### src/sv/slht_pkg.sv
package slht_pkg;

  localparam int COORD_BITS   = 12;
  localparam int CORDIC_STEPS = 16;
  localparam int TABLE_LEN    = 24;
  localparam int ITERS        = (CORDIC_STEPS > TABLE_LEN) ? TABLE_LEN : CORDIC_STEPS;
  localparam int ITER_W       = (ITERS > 1) ? $clog2(ITERS) : 1;
  localparam int TAB_W        = $clog2(TABLE_LEN);
  localparam int FRAC_BITS    = 16;
  localparam int DATA_W       = COORD_BITS + FRAC_BITS + 4;
  localparam int DIFF_W       = COORD_BITS + 1;
  localparam int PHASE_W      = 32;
  localparam int ANGLE_W      = 16;
  localparam int RATE_W       = 16;
  localparam int TIME_W       = 12;
  localparam int TIME_FRAC    = 10;
  localparam int PROD_W       = RATE_W + TIME_W;
  localparam int STEP_W       = PROD_W - TIME_FRAC;
  localparam int CFG_W        = 16;
  localparam int CFG_IDX_W    = 2;

  localparam logic [ANGLE_W-1:0] HALF_CIRCLE = ANGLE_W'(32768);
  localparam logic [PHASE_W-1:0] PHASE_HALF  = PHASE_W'(32'h8000_0000);
  localparam logic [PHASE_W-1:0] PHASE_RND   = PHASE_W'(32'h0000_8000);

  localparam logic [COORD_BITS-1:0] CENTER_X_RST = COORD_BITS'(400);
  localparam logic [COORD_BITS-1:0] CENTER_Y_RST = COORD_BITS'(300);
  localparam logic [RATE_W-1:0]     MAX_RATE_RST = RATE_W'(2731);

  localparam logic [PHASE_W-1:0] ATAN_TAB [TABLE_LEN] = '{
    32'h20000000, 32'h12E4051E, 32'h09FB385B, 32'h051111D4,
    32'h028B0D43, 32'h0145D7E1, 32'h00A2F61E, 32'h00517C55,
    32'h0028BE53, 32'h00145F2F, 32'h000A2F98, 32'h000517CC,
    32'h00028BE6, 32'h000145F3, 32'h0000A2F9, 32'h0000517C,
    32'h000028BE, 32'h0000145F, 32'h00000A2F, 32'h00000517,
    32'h0000028B, 32'h00000145, 32'h000000A2, 32'h00000051
  };

  typedef enum logic [CFG_IDX_W-1:0] {
    CFG_CENTER_X = 2'd0,
    CFG_CENTER_Y = 2'd1,
    CFG_MAX_RATE = 2'd2
  } cfg_reg_t;

  typedef struct packed {
    logic [COORD_BITS-1:0] target_x;
    logic [COORD_BITS-1:0] target_y;
    logic [TIME_W-1:0]     elapsed;
  } in_item_t;

  typedef struct packed {
    logic [ANGLE_W-1:0] heading;
    logic [ANGLE_W-1:0] bearing;
    logic               on_target;
  } out_item_t;

endpackage

### src/sv/slht_if.sv
interface slht_in_if;
  logic                 valid;
  logic                 ready;
  slht_pkg::in_item_t   data;

  modport source (output valid, output data, input ready);
  modport sink   (input valid, input data, output ready);
endinterface

interface slht_out_if;
  logic                 valid;
  logic                 ready;
  slht_pkg::out_item_t  data;

  modport source (output valid, output data, input ready);
  modport sink   (input valid, input data, output ready);
endinterface

### src/sv/slew_limited_heading_tracker_unit.sv
// channel   dir  beat payload                          handshake
// in_beat   in   target_x, target_y, elapsed           valid/ready
// out_beat  out  heading, bearing, on_target           valid/ready
// cfg_*     in   center_x, center_y, max_rate (idx)    write enable only
//
// Per beat, the shared shift/add unit runs one CORDIC rotation per cycle in
// S_ITER, then S_BEAR forms bearing/error and S_DONE the heading update. rst_n
// is synchronous; control/config registers return to their reset values and
// the heading to 0; datapath regs are not reset. A result held on out_beat does
// not stop the next input beat; only the final update waits for the output slot.
module slew_limited_heading_tracker_unit (
  input  logic                              clk,
  input  logic                              rst_n,
  slht_in_if.sink                           in_beat,
  slht_out_if.source                        out_beat,
  input  logic                              cfg_we,
  input  logic [slht_pkg::CFG_IDX_W-1:0]    cfg_idx,
  input  logic [slht_pkg::CFG_W-1:0]        cfg_wdata
);

  typedef enum logic [3:0] {
    S_IDLE = 4'b0001,
    S_ITER = 4'b0010,
    S_BEAR = 4'b0100,
    S_DONE = 4'b1000
  } state_t;

  state_t                              state_r, state_nxt;
  logic [slht_pkg::ITER_W-1:0]         cnt_r, cnt_nxt;
  logic [slht_pkg::COORD_BITS-1:0]     center_x_r, center_y_r;
  logic [slht_pkg::RATE_W-1:0]         max_rate_r;
  logic [slht_pkg::ANGLE_W-1:0]        heading_r, heading_nxt;
  logic                                out_valid_r, out_valid_nxt;
  slht_pkg::out_item_t                 out_data_r;

  logic signed [slht_pkg::DATA_W-1:0]  x_r, y_r;
  logic [slht_pkg::PHASE_W-1:0]        z_r;
  logic                                zero_r;
  logic [slht_pkg::TIME_W-1:0]         el_r;
  logic [slht_pkg::ANGLE_W-1:0]        step_r;
  logic [slht_pkg::ANGLE_W-1:0]        bear_r, diff_r, mag_r;

  logic                                in_fire, out_load;
  logic signed [slht_pkg::DIFF_W-1:0]  dx, dy, dx_abs, dy_adj;
  logic                                dx_neg;
  logic signed [slht_pkg::DATA_W-1:0]  xs, ys;
  logic [slht_pkg::PHASE_W-1:0]        atan_v, z_rnd;
  logic [slht_pkg::PROD_W-1:0]         prod;
  logic [slht_pkg::ANGLE_W-1:0]        bear_v, diff_v, step_v;

  assign in_beat.ready  = (state_r == S_IDLE);
  assign in_fire        = in_beat.valid && in_beat.ready;
  assign out_load       = (state_r == S_DONE) && (!out_valid_r || out_beat.ready);
  assign out_beat.valid = out_valid_r;
  assign out_beat.data  = out_data_r;

  assign dx = $signed({1'b0, in_beat.data.target_x}) - $signed({1'b0, center_x_r});
  assign dy = $signed({1'b0, in_beat.data.target_y}) - $signed({1'b0, center_y_r});
  assign dx_neg = dx[slht_pkg::DIFF_W-1];
  assign dx_abs = dx_neg ? -dx : dx;
  assign dy_adj = dx_neg ? -dy : dy;

  // shared rotation unit
  assign xs     = x_r >>> cnt_r;
  assign ys     = y_r >>> cnt_r;
  assign atan_v = slht_pkg::ATAN_TAB[slht_pkg::TAB_W'(cnt_r)];

  assign prod   = slht_pkg::PROD_W'(max_rate_r) * slht_pkg::PROD_W'(el_r);
  assign step_v = (prod[slht_pkg::PROD_W-1:slht_pkg::TIME_FRAC] >
                   slht_pkg::STEP_W'(slht_pkg::HALF_CIRCLE))
                  ? slht_pkg::HALF_CIRCLE
                  : prod[slht_pkg::TIME_FRAC +: slht_pkg::ANGLE_W];

  assign z_rnd  = z_r + slht_pkg::PHASE_RND;
  assign bear_v = zero_r ? '0
                         : z_rnd[slht_pkg::PHASE_W-1 -: slht_pkg::ANGLE_W];
  assign diff_v = bear_v - heading_r;

  always_comb begin
    state_nxt   = state_r;
    cnt_nxt     = cnt_r;
    heading_nxt = heading_r;
    case (state_r)
      S_IDLE: begin
        if (in_fire) begin
          state_nxt = S_ITER;
          cnt_nxt   = '0;
        end
      end
      S_ITER: begin
        cnt_nxt = cnt_r + 1'b1;
        if (cnt_r == slht_pkg::ITER_W'(slht_pkg::ITERS - 1)) begin
          state_nxt = S_BEAR;
        end
      end
      S_BEAR: begin
        state_nxt = S_DONE;
      end
      S_DONE: begin
        if (out_load) begin
          state_nxt = S_IDLE;
          if (mag_r < step_r) begin
            heading_nxt = bear_r;
          end else if (diff_r[slht_pkg::ANGLE_W-1]) begin
            heading_nxt = heading_r - step_r;
          end else begin
            heading_nxt = heading_r + step_r;
          end
        end
      end
      default: begin
        state_nxt = S_IDLE;
      end
    endcase
  end

  always_comb begin
    out_valid_nxt = out_valid_r;
    if (out_load) begin
      out_valid_nxt = 1'b1;
    end else if (out_beat.ready) begin
      out_valid_nxt = 1'b0;
    end
  end

  always_ff @(posedge clk) begin
    if (!rst_n) begin
      state_r     <= S_IDLE;
      cnt_r       <= '0;
      heading_r   <= '0;
      out_valid_r <= 1'b0;
      center_x_r  <= slht_pkg::CENTER_X_RST;
      center_y_r  <= slht_pkg::CENTER_Y_RST;
      max_rate_r  <= slht_pkg::MAX_RATE_RST;
    end else begin
      state_r     <= state_nxt;
      cnt_r       <= cnt_nxt;
      heading_r   <= heading_nxt;
      out_valid_r <= out_valid_nxt;
      if (cfg_we) begin
        case (cfg_idx)
          slht_pkg::CFG_CENTER_X: center_x_r <= cfg_wdata[slht_pkg::COORD_BITS-1:0];
          slht_pkg::CFG_CENTER_Y: center_y_r <= cfg_wdata[slht_pkg::COORD_BITS-1:0];
          slht_pkg::CFG_MAX_RATE: max_rate_r <= cfg_wdata[slht_pkg::RATE_W-1:0];
          default: ;
        endcase
      end
    end
  end

  always_ff @(posedge clk) begin
    case (state_r)
      S_IDLE: begin
        if (in_fire) begin
          x_r    <= slht_pkg::DATA_W'(dx_abs) <<< slht_pkg::FRAC_BITS;
          y_r    <= slht_pkg::DATA_W'(dy_adj) <<< slht_pkg::FRAC_BITS;
          z_r    <= dx_neg ? slht_pkg::PHASE_HALF : '0;
          zero_r <= (dx == '0) && (dy == '0);
          el_r   <= in_beat.data.elapsed;
        end
      end
      S_ITER: begin
        if (!y_r[slht_pkg::DATA_W-1]) begin
          x_r <= x_r + ys;
          y_r <= y_r - xs;
          z_r <= z_r + atan_v;
        end else begin
          x_r <= x_r - ys;
          y_r <= y_r + xs;
          z_r <= z_r - atan_v;
        end
        if (cnt_r == '0) begin
          step_r <= step_v;
        end
      end
      S_BEAR: begin
        bear_r <= bear_v;
        diff_r <= diff_v;
        mag_r  <= diff_v[slht_pkg::ANGLE_W-1] ? -diff_v : diff_v;
      end
      S_DONE: begin
        if (out_load) begin
          out_data_r.heading   <= heading_nxt;
          out_data_r.bearing   <= bear_r;
          out_data_r.on_target <= (heading_nxt == bear_r);
        end
      end
      default: ;
    endcase
  end

`ifndef SYNTHESIS
  a_accept_starts: assert property (@(posedge clk) disable iff (!rst_n)
    in_fire |=> (state_r == S_ITER) && (cnt_r == '0))
    else $error("accepted beat did not start rotations");

  a_step_sat: assert property (@(posedge clk) disable iff (!rst_n)
    (state_r == S_BEAR) |-> (step_r <= slht_pkg::HALF_CIRCLE))
    else $error("turn step above half circle");

  a_out_from_done: assert property (@(posedge clk) disable iff (!rst_n)
    $rose(out_valid_r) |-> $past(state_r == S_DONE))
    else $error("result raised outside final update");

  a_out_consistent: assert property (@(posedge clk) disable iff (!rst_n)
    out_load |=> out_valid_r && (out_data_r.heading == heading_r) &&
                 (out_data_r.on_target == (out_data_r.heading == out_data_r.bearing)))
    else $error("result beat inconsistent with heading");

  a_heading_hold: assert property (@(posedge clk) disable iff (!rst_n)
    !out_load |=> $stable(heading_r))
    else $error("heading moved without a result");
`endif

endmodule
### src/flat_wrapper.sv
// flat-port wrapper written by rule: the top's interface ports become plain ports
module slew_limited_heading_tracker_unit_flat 
  (clk, rst_n, cfg_we, cfg_idx, cfg_wdata, in_beat_valid, in_beat_data, in_beat_ready, out_beat_valid, out_beat_data, out_beat_ready);
  slht_in_if in_beat_i ();
  slht_out_if out_beat_i ();
  input  logic clk;
  input  logic rst_n;
  input  logic cfg_we;
  input  logic [slht_pkg::CFG_IDX_W-1:0] cfg_idx;
  input  logic [slht_pkg::CFG_W-1:0] cfg_wdata;
  input wire logic [$bits(in_beat_i.valid)-1:0] in_beat_valid;
  input wire logic [$bits(in_beat_i.data)-1:0] in_beat_data;
  output wire logic [$bits(in_beat_i.ready)-1:0] in_beat_ready;
  output wire logic [$bits(out_beat_i.valid)-1:0] out_beat_valid;
  output wire logic [$bits(out_beat_i.data)-1:0] out_beat_data;
  input wire logic [$bits(out_beat_i.ready)-1:0] out_beat_ready;
  assign in_beat_i.valid = in_beat_valid;
  assign in_beat_i.data = in_beat_data;
  assign in_beat_ready = in_beat_i.ready;
  assign out_beat_valid = out_beat_i.valid;
  assign out_beat_data = out_beat_i.data;
  assign out_beat_i.ready = out_beat_ready;
  slew_limited_heading_tracker_unit u_core (.clk(clk), .rst_n(rst_n), .in_beat(in_beat_i), .out_beat(out_beat_i), .cfg_we(cfg_we), .cfg_idx(cfg_idx), .cfg_wdata(cfg_wdata));
endmodule
### config.mk
export PLATFORM = sky130hd
export DESIGN_NAME = slew_limited_heading_tracker_unit_flat
export DESIGN_NICKNAME = d
export VERILOG_FILES = /design/src/sv/slht_pkg.sv /design/src/sv/slht_if.sv /design/src/sv/slew_limited_heading_tracker_unit.sv /design/src/flat_wrapper.sv
export SDC_FILE = /design/constraint.sdc
export NUM_CORES = 1
export LEC_CHECK = 0
export BUFFER_PORTS_ARGS = -buffer_cell sky130_fd_sc_hd__clkbuf_2
export CAP_MARGIN = 5
export CORE_ASPECT_RATIO = 0.6
export CORE_UTILIZATION = 59
export DETAILED_ROUTE_END_ITERATION = 10
export PLACE_DENSITY_LB_ADDON = 0.08
export SLEW_MARGIN = 20
export SYNTH_ARGS = -nofsm -noshare
export SYNTH_HDL_FRONTEND = slang
export SYNTH_SLANG_ARGS = --single-unit
### constraint.sdc
create_clock -name clk -period 6.3 [get_ports clk]
set_clock_uncertainty 0.1 [all_clocks]
set_input_delay 1.26 -clock clk [delete_from_list [all_inputs] [get_ports clk]]
set_output_delay 1.26 -clock clk [all_outputs]
set_load 0.02 [all_outputs]
* Yosys cells after proc, flatten, opt, wreduce, memory -nomap -nowiden
Memory sizes are Yosys's and may differ from the RTL's.
Index checks and enable logic that the tools add are counted.
Widths: inputs -> output; s select.
** Cells by class
- Bitwise operators :: 1
- $add $sub $neg :: 16
- Reductions and logical operators :: 19
- Mux-type cells :: 28
- Eq/ne operators :: 11
- Shift operators :: 2
- $lt $le $gt $ge :: 3
- $mul :: 1
** Operator list (number)
- $mux 32 :: 9
- $pmux 32 s2 :: 3
- $add 32x32->32 :: 3
- $sub 32x32->32 :: 3
- $mux 16 :: 5
- $sshr 32x4->32 :: 2
- $add 32x16->32 const B :: 1
- $sub 16x16->16 :: 2
- $mul 16x12->28 :: 1
- $logic_not 13->1 :: 2
- $mux 13 :: 2
- $neg 13->13 :: 2
- $sub 12x12->13 :: 2
- $gt 18x16->1 const B :: 1
- $add 16x16->16 :: 1
- $eq 16x16->1 :: 1
- $lt 16x16->1 :: 1
- $mux 4 :: 4
- $neg 16->16 :: 1
- $pmux 4 s4 :: 1
- $mux 15 :: 1
- $reduce_and 2->1 :: 7
- $eq 4x4->1 const B :: 2
- $pmux 4 s2 :: 1
- 18 further kinds :: 23
** Storage, ports and cells
- Bits in read-only memories :: 1024
- Logic and storage cells :: 102
- Bits in registers :: 271
- Output and inout port bits :: 35
- Input port bits :: 59
- Memories :: 1
** Memory list
- (no name shown) :: words 32, width 32, read ports 1, clocked after memory_dff 0, wr ports 0, RTL line slew_limited_heading_tracker_unit.sv:66 : assign atan_v = slht_pkg::ATAN_TAB[slht_pkg::TAB_W'(cnt_r)];

* Logic depth before layout (Yosys ltp)
- Depth after elaboration :: 7
- Mapped depth :: 30
- Mapped depth without buffers :: 22

* Least setup slack after synthesis
No wires, ideal clock.
- Path type :: register to register
- Start :: register u_core.el_r[3] in the netlist's numbering
- End :: register u_core.step_r[0] in the netlist's numbering (data pin)
- Cell stages (with the launch flop) :: 24
- Arrival :: 5997 ps
- Period minus slack after synthesis :: 6254 ps
- Setup slack :: 46 ps
- Cell sequence :: edfxtp_1 -> clkbuf_1 -> nand2_1 -> fa_1 -> inv_1 -> fa_1 -> inv_1 -> fa_1 -> inv_1 -> fa_1 -> inv_1 -> fa_1 -> inv_1 -> ha_1 -> a21o_1 -> a21o_1 -> a311oi_1 -> nor2_1 -> a41o_1 -> a311o_1 -> a21o_1 -> a21oi_1 -> nand2_1 -> nor3_1
** Between the ends
- Cells in the longest elaborated chain, start to end :: 2
** RTL lines
- from (decl) :: RTL line slew_limited_heading_tracker_unit.sv:39 : logic [slht_pkg::TIME_W-1:0] el_r;
- from (signal assigned) :: RTL line slew_limited_heading_tracker_unit.sv:159 : el_r <= in_beat.data.elapsed;
- $mul 16x12->28 * :: RTL line slew_limited_heading_tracker_unit.sv:68 : assign prod = slht_pkg::PROD_W'(max_rate_r) * slht_pkg::PROD_W'(el_r);
- $gt 18x16->1 :: RTL line slew_limited_heading_tracker_unit.sv:69 : assign step_v = (prod[slht_pkg::PROD_W-1:slht_pkg::TIME_FRAC] >
- to (signal assigned) :: RTL line slew_limited_heading_tracker_unit.sv:173 : step_r <= step_v;
- to (decl) :: RTL line slew_limited_heading_tracker_unit.sv:40 : logic [slht_pkg::ANGLE_W-1:0] step_r;
Every way passes the cells marked *; elsewhere a longest branch is shown, timed or not.
A chain may end at the register's enable or synchronous reset.

* Worst setup path after layout
- Start :: register u_core.el_r[8] in the netlist's numbering
- End :: register u_core.step_r[7] in the netlist's numbering (data pin)
Same word-level chain as after synthesis.

==> reports/results.tsv <==
stage	metric	value	unit
setup_path	crit_path_end_kind	register	
run	maxCapViolations	0	
yosys	ys_ff_latch	256	
sta	finalMaxSlewViolations	0	
placement	post-dp-hpwl	71.3	mm
yosys	synthCells	3414	
final_layout	syn_to_final_growth	10.1	%
clock_network	ctsLongestPathBuffers	3	
clock_network	clkLatencyLatePin	0.60	ns
drt	wire_per_inst	21.2	um
pwr	powerDensity	370	mW/mm^2
clock_network	cts_made_buffers	28	
grt	grt_pass1_vias	25100	
yosys	syn-num-nets	3856	
min_path	holdPathStages	2	
setup_path	reg2regPathDepth	22	
yosys	yosysSeqAreaShare	23.2	%
grt	antenna_found_initial	3	
setup_path	critPathTopFamily	adder cells	
yosys	yosys.area.top_type	edfxtp_1	
sta	setup_viol	0	
setup_path	crit_type	register to register	
yosys	synth.distinct_cells	99	
die	dieArea	0.0522	sq mm
final_layout	stdcell_count	4258	
die	die_h	177	um
pwr	p_leak	14.2	nW
drt	postRouteWirelength	90.4	mm
sta	finalHoldViolations	0	
yosys	yosys_warnings	0	
die	rows	63	
drt	ant_nets	0	
pwr	ir_drop	0.473	mV
final_layout	nNetsFinal	3996	
grt	grt_max_degree	66	
clock_network	ctsRootBufferMaster	clkbuf_16	
run_status	outcome	completed	
sta	fmax	165	MHz
sta	fin_crit_sh	96.3	%
clock_network	ctsHtreeMaxLevel	1	
drt	via_per_inst	6.24	
min_path	hold_path_class	register to register	
yosys	synth_most_common_cell	nand2_1	
yosys	syn-cell-area	0.0303	sq mm
setup_path	path_max_fanout	10	
clock_network	postCtsHoldBufs	0	
sta	max_slew.worst_pin.slew	0.999	ns
final_layout	antennaDiodeCount	0	
drt	dr.first_iter.drc_count	2829	
setup_path	required	6.55	ns
die	pin_count	94	
setup_path	worst-path-stages	22	
setup_path	start_kind	register	
setup_path	critPathSlowestCell	fa_1	
final_layout	final_util	66.7	%
placement	portBuffers	93	
yosys	synth_edf_count	191	
die	die_w	294	um
setup_path	crit_chain	buf_12 -> and2_1 -> fa_1 -> inv_1 -> fa_1 -> fa_1 -> inv_1 -> fa_1 -> inv_1 -> fa_1 -> inv_1 -> ha_1 -> a21o_1 -> a21o_1 -> a311oi_2 -> nor2_1 -> a41o_1 -> a311o_1 -> xnor2_2 -> a41o_1 -> nand2_2 -> nor2_1	
drt	drcViolationCount	0	
yosys	async_reset_ff_share	0	%
yosys	synth_top_area_share	18.9	%
final_layout	drive_gt1_share	14.0	%
clock_network	cts.sinks	256	
sta	min_period	6.07	ns
grt	grt_usage	34.4	%
yosys	ys_top_cells_by_area	edfxtp_1, ha_1, fa_1	
sta	rsz0062_at_grt	true	
setup_path	max_stage_delay	0.54	ns
setup_path	arrival	6.31	ns
grt	grt.overflow.total	0	
drt	routed-via-count	26600	
die	core_area	0.0500	sq mm
sta	slew_headroom	32.5	%
grt	grt_pass1_wl	141	mm
setup_path	critPathMostFrequentCell	fa_1	
setup_path	cp_num_buf_inv	5	
clock_network	clk_pin_slew	0.07	ns
clock_network	cts_tree	done	
placement	place_congestion	0.975	
final_layout	n_fill_cell	4132	
die	floorplan.initialDensity	60.6	%
yosys	synth_top_cells_by_count	nand2_1, inv_1, nor2_1, ha_1, a21oi_1	
yosys	ys.flop_type	edfxtp_1	
placement	placed_cells	4173	
drt	drtPass1Iterations	6	
yosys	synth.avg_cell_area	8.87	sq um
==> kinds of logic after synthesis <==
kind of cell	after synthesis	share of synthesized area, %
mux	151	8.39
simple gates	1111	17.6
flops	256	23.2
xor+xnor	301	8.71
compound gates	760	16.5
fa+ha+maj	383	19.5
buf+inv	452	6.06
==> what timing repair did <==
action / in CTS / in global routing
endpoints found under the setup margin: 7 / 31
pin swaps: 0 / 16
buffers inserted: 3 / 29
cloned: 0 / 1
gates resized for setup: 2 / 33
==> through the flow <==
stage	power, mW	setup slack [ns]	setup TNS, ns	hold WS, ns	instance area (sq um)
6_report	12.3	0.230	0	0.369	33300
3_5_place_dp	10.3	-0.0500	-0.209	0.361	32000
4_1_cts	12.0	0.0123	0	0.370	32900
5_1_grt	13.3	-0.0190	-0.0766	0.393	33300
2_1_floorplan	8.22	0.0460	0	0.343	30300
3_3_place_gp	10.0	0.0760	0	0.357	32000
==> sequential cells by signal, summed over array words and instances (netlist names) <==
| name | flops |
|---|---|
| u_core.bear_r | 16 |
| u_core.center_x_r | 12 |
| u_core.center_y_r | 12 |
| u_core.cnt_r | 4 |
| u_core.diff_r | 1 |
| u_core.el_r | 12 |
| u_core.heading_r | 16 |
| u_core.mag_r | 16 |
| u_core.max_rate_r | 16 |
| u_core.out_beat.data | 33 |
| u_core.out_beat.valid | 1 |
| u_core.state_r | 4 |
| u_core.step_r | 16 |
| u_core.x_r | 32 |
| u_core.y_r | 32 |
| u_core.z_r | 32 |
| u_core.zero_r | 1 |
==> report_power, final <==
| group | internal, mW | leakage [nW] | switching [mW] |
|---|---|---|---|
| registers | 2.19 | 2.37 | 0.285 |
| clock network | 0.895 | 0.440 | 0.803 |
| logic | 3.57 | 11.4 | 4.59 |
| total | 6.65 | 14.2 | 5.67 |
==> layout by cell type (no fill, tap or decap), types with 123 or more instances in the layout <==
master and instances:
xor2_1 123, o21ai_0 138, fa_1 146, nand2_1 398, a21oi_1 213, ha_1 236, edfxtp_1 191, inv_1 297
nor2_1 250, buf_4 156, xnor2_1 177
==> tightest hold or removal path: stages (launching register included) <==
cell and delay [ns]:
dfxtp_1 0.31, nand2_1 0.05, a21boi_0 0.06
==> layout make-up <==
| type | count | area, sq um | share of cell area [%] |
|---|---|---|---|
| Multi-Input combinational cell | 2706 | 21500 | 64.7 |
| Sequential cell | 256 | 7050 | 21.2 |
| Timing Repair Buffer | 261 | 1820 | 5.46 |
| Inverter | 301 | 1130 | 3.40 |
| Tap cell | 682 | 853 | 2.56 |
| Clock buffer | 34 | 734 | 2.20 |
| Clock inverter | 18 | 181 | 0.545 |
==> path summary, 6_finish.rpt <==
path / startpoint / end / slack [ns]
worst max-delay path: u_core.el_r[8]$_DFFE_PP_ / u_core.step_r[7]$_SDFFCE_PN0P_ / 0.23
worst min-delay path: u_core.center_y_r[10]$_SDFFE_PN0P_ / u_core.center_y_r[10]$_SDFFE_PN0P_ / 0.37
worst max register to register: u_core.el_r[8]$_DFFE_PP_ / u_core.step_r[7]$_SDFFCE_PN0P_ / 0.23
worst min register to register: u_core.center_y_r[10]$_SDFFE_PN0P_ / u_core.center_y_r[10]$_SDFFE_PN0P_ / 0.37
==> layer usage <==
layer	vias to the layer above	routed length, um	global-route usage [%]	share of wire, %
met3	126	11200	10.1	12
met1	12700	43400	54.1	48
met2	1366	34300	46.0	38
met4	6	1560	6.18	1.7
li1	12400	-	-	-
met5	-	35	0	0.039
No activity file was read; power rests on OpenSTA's default activity.
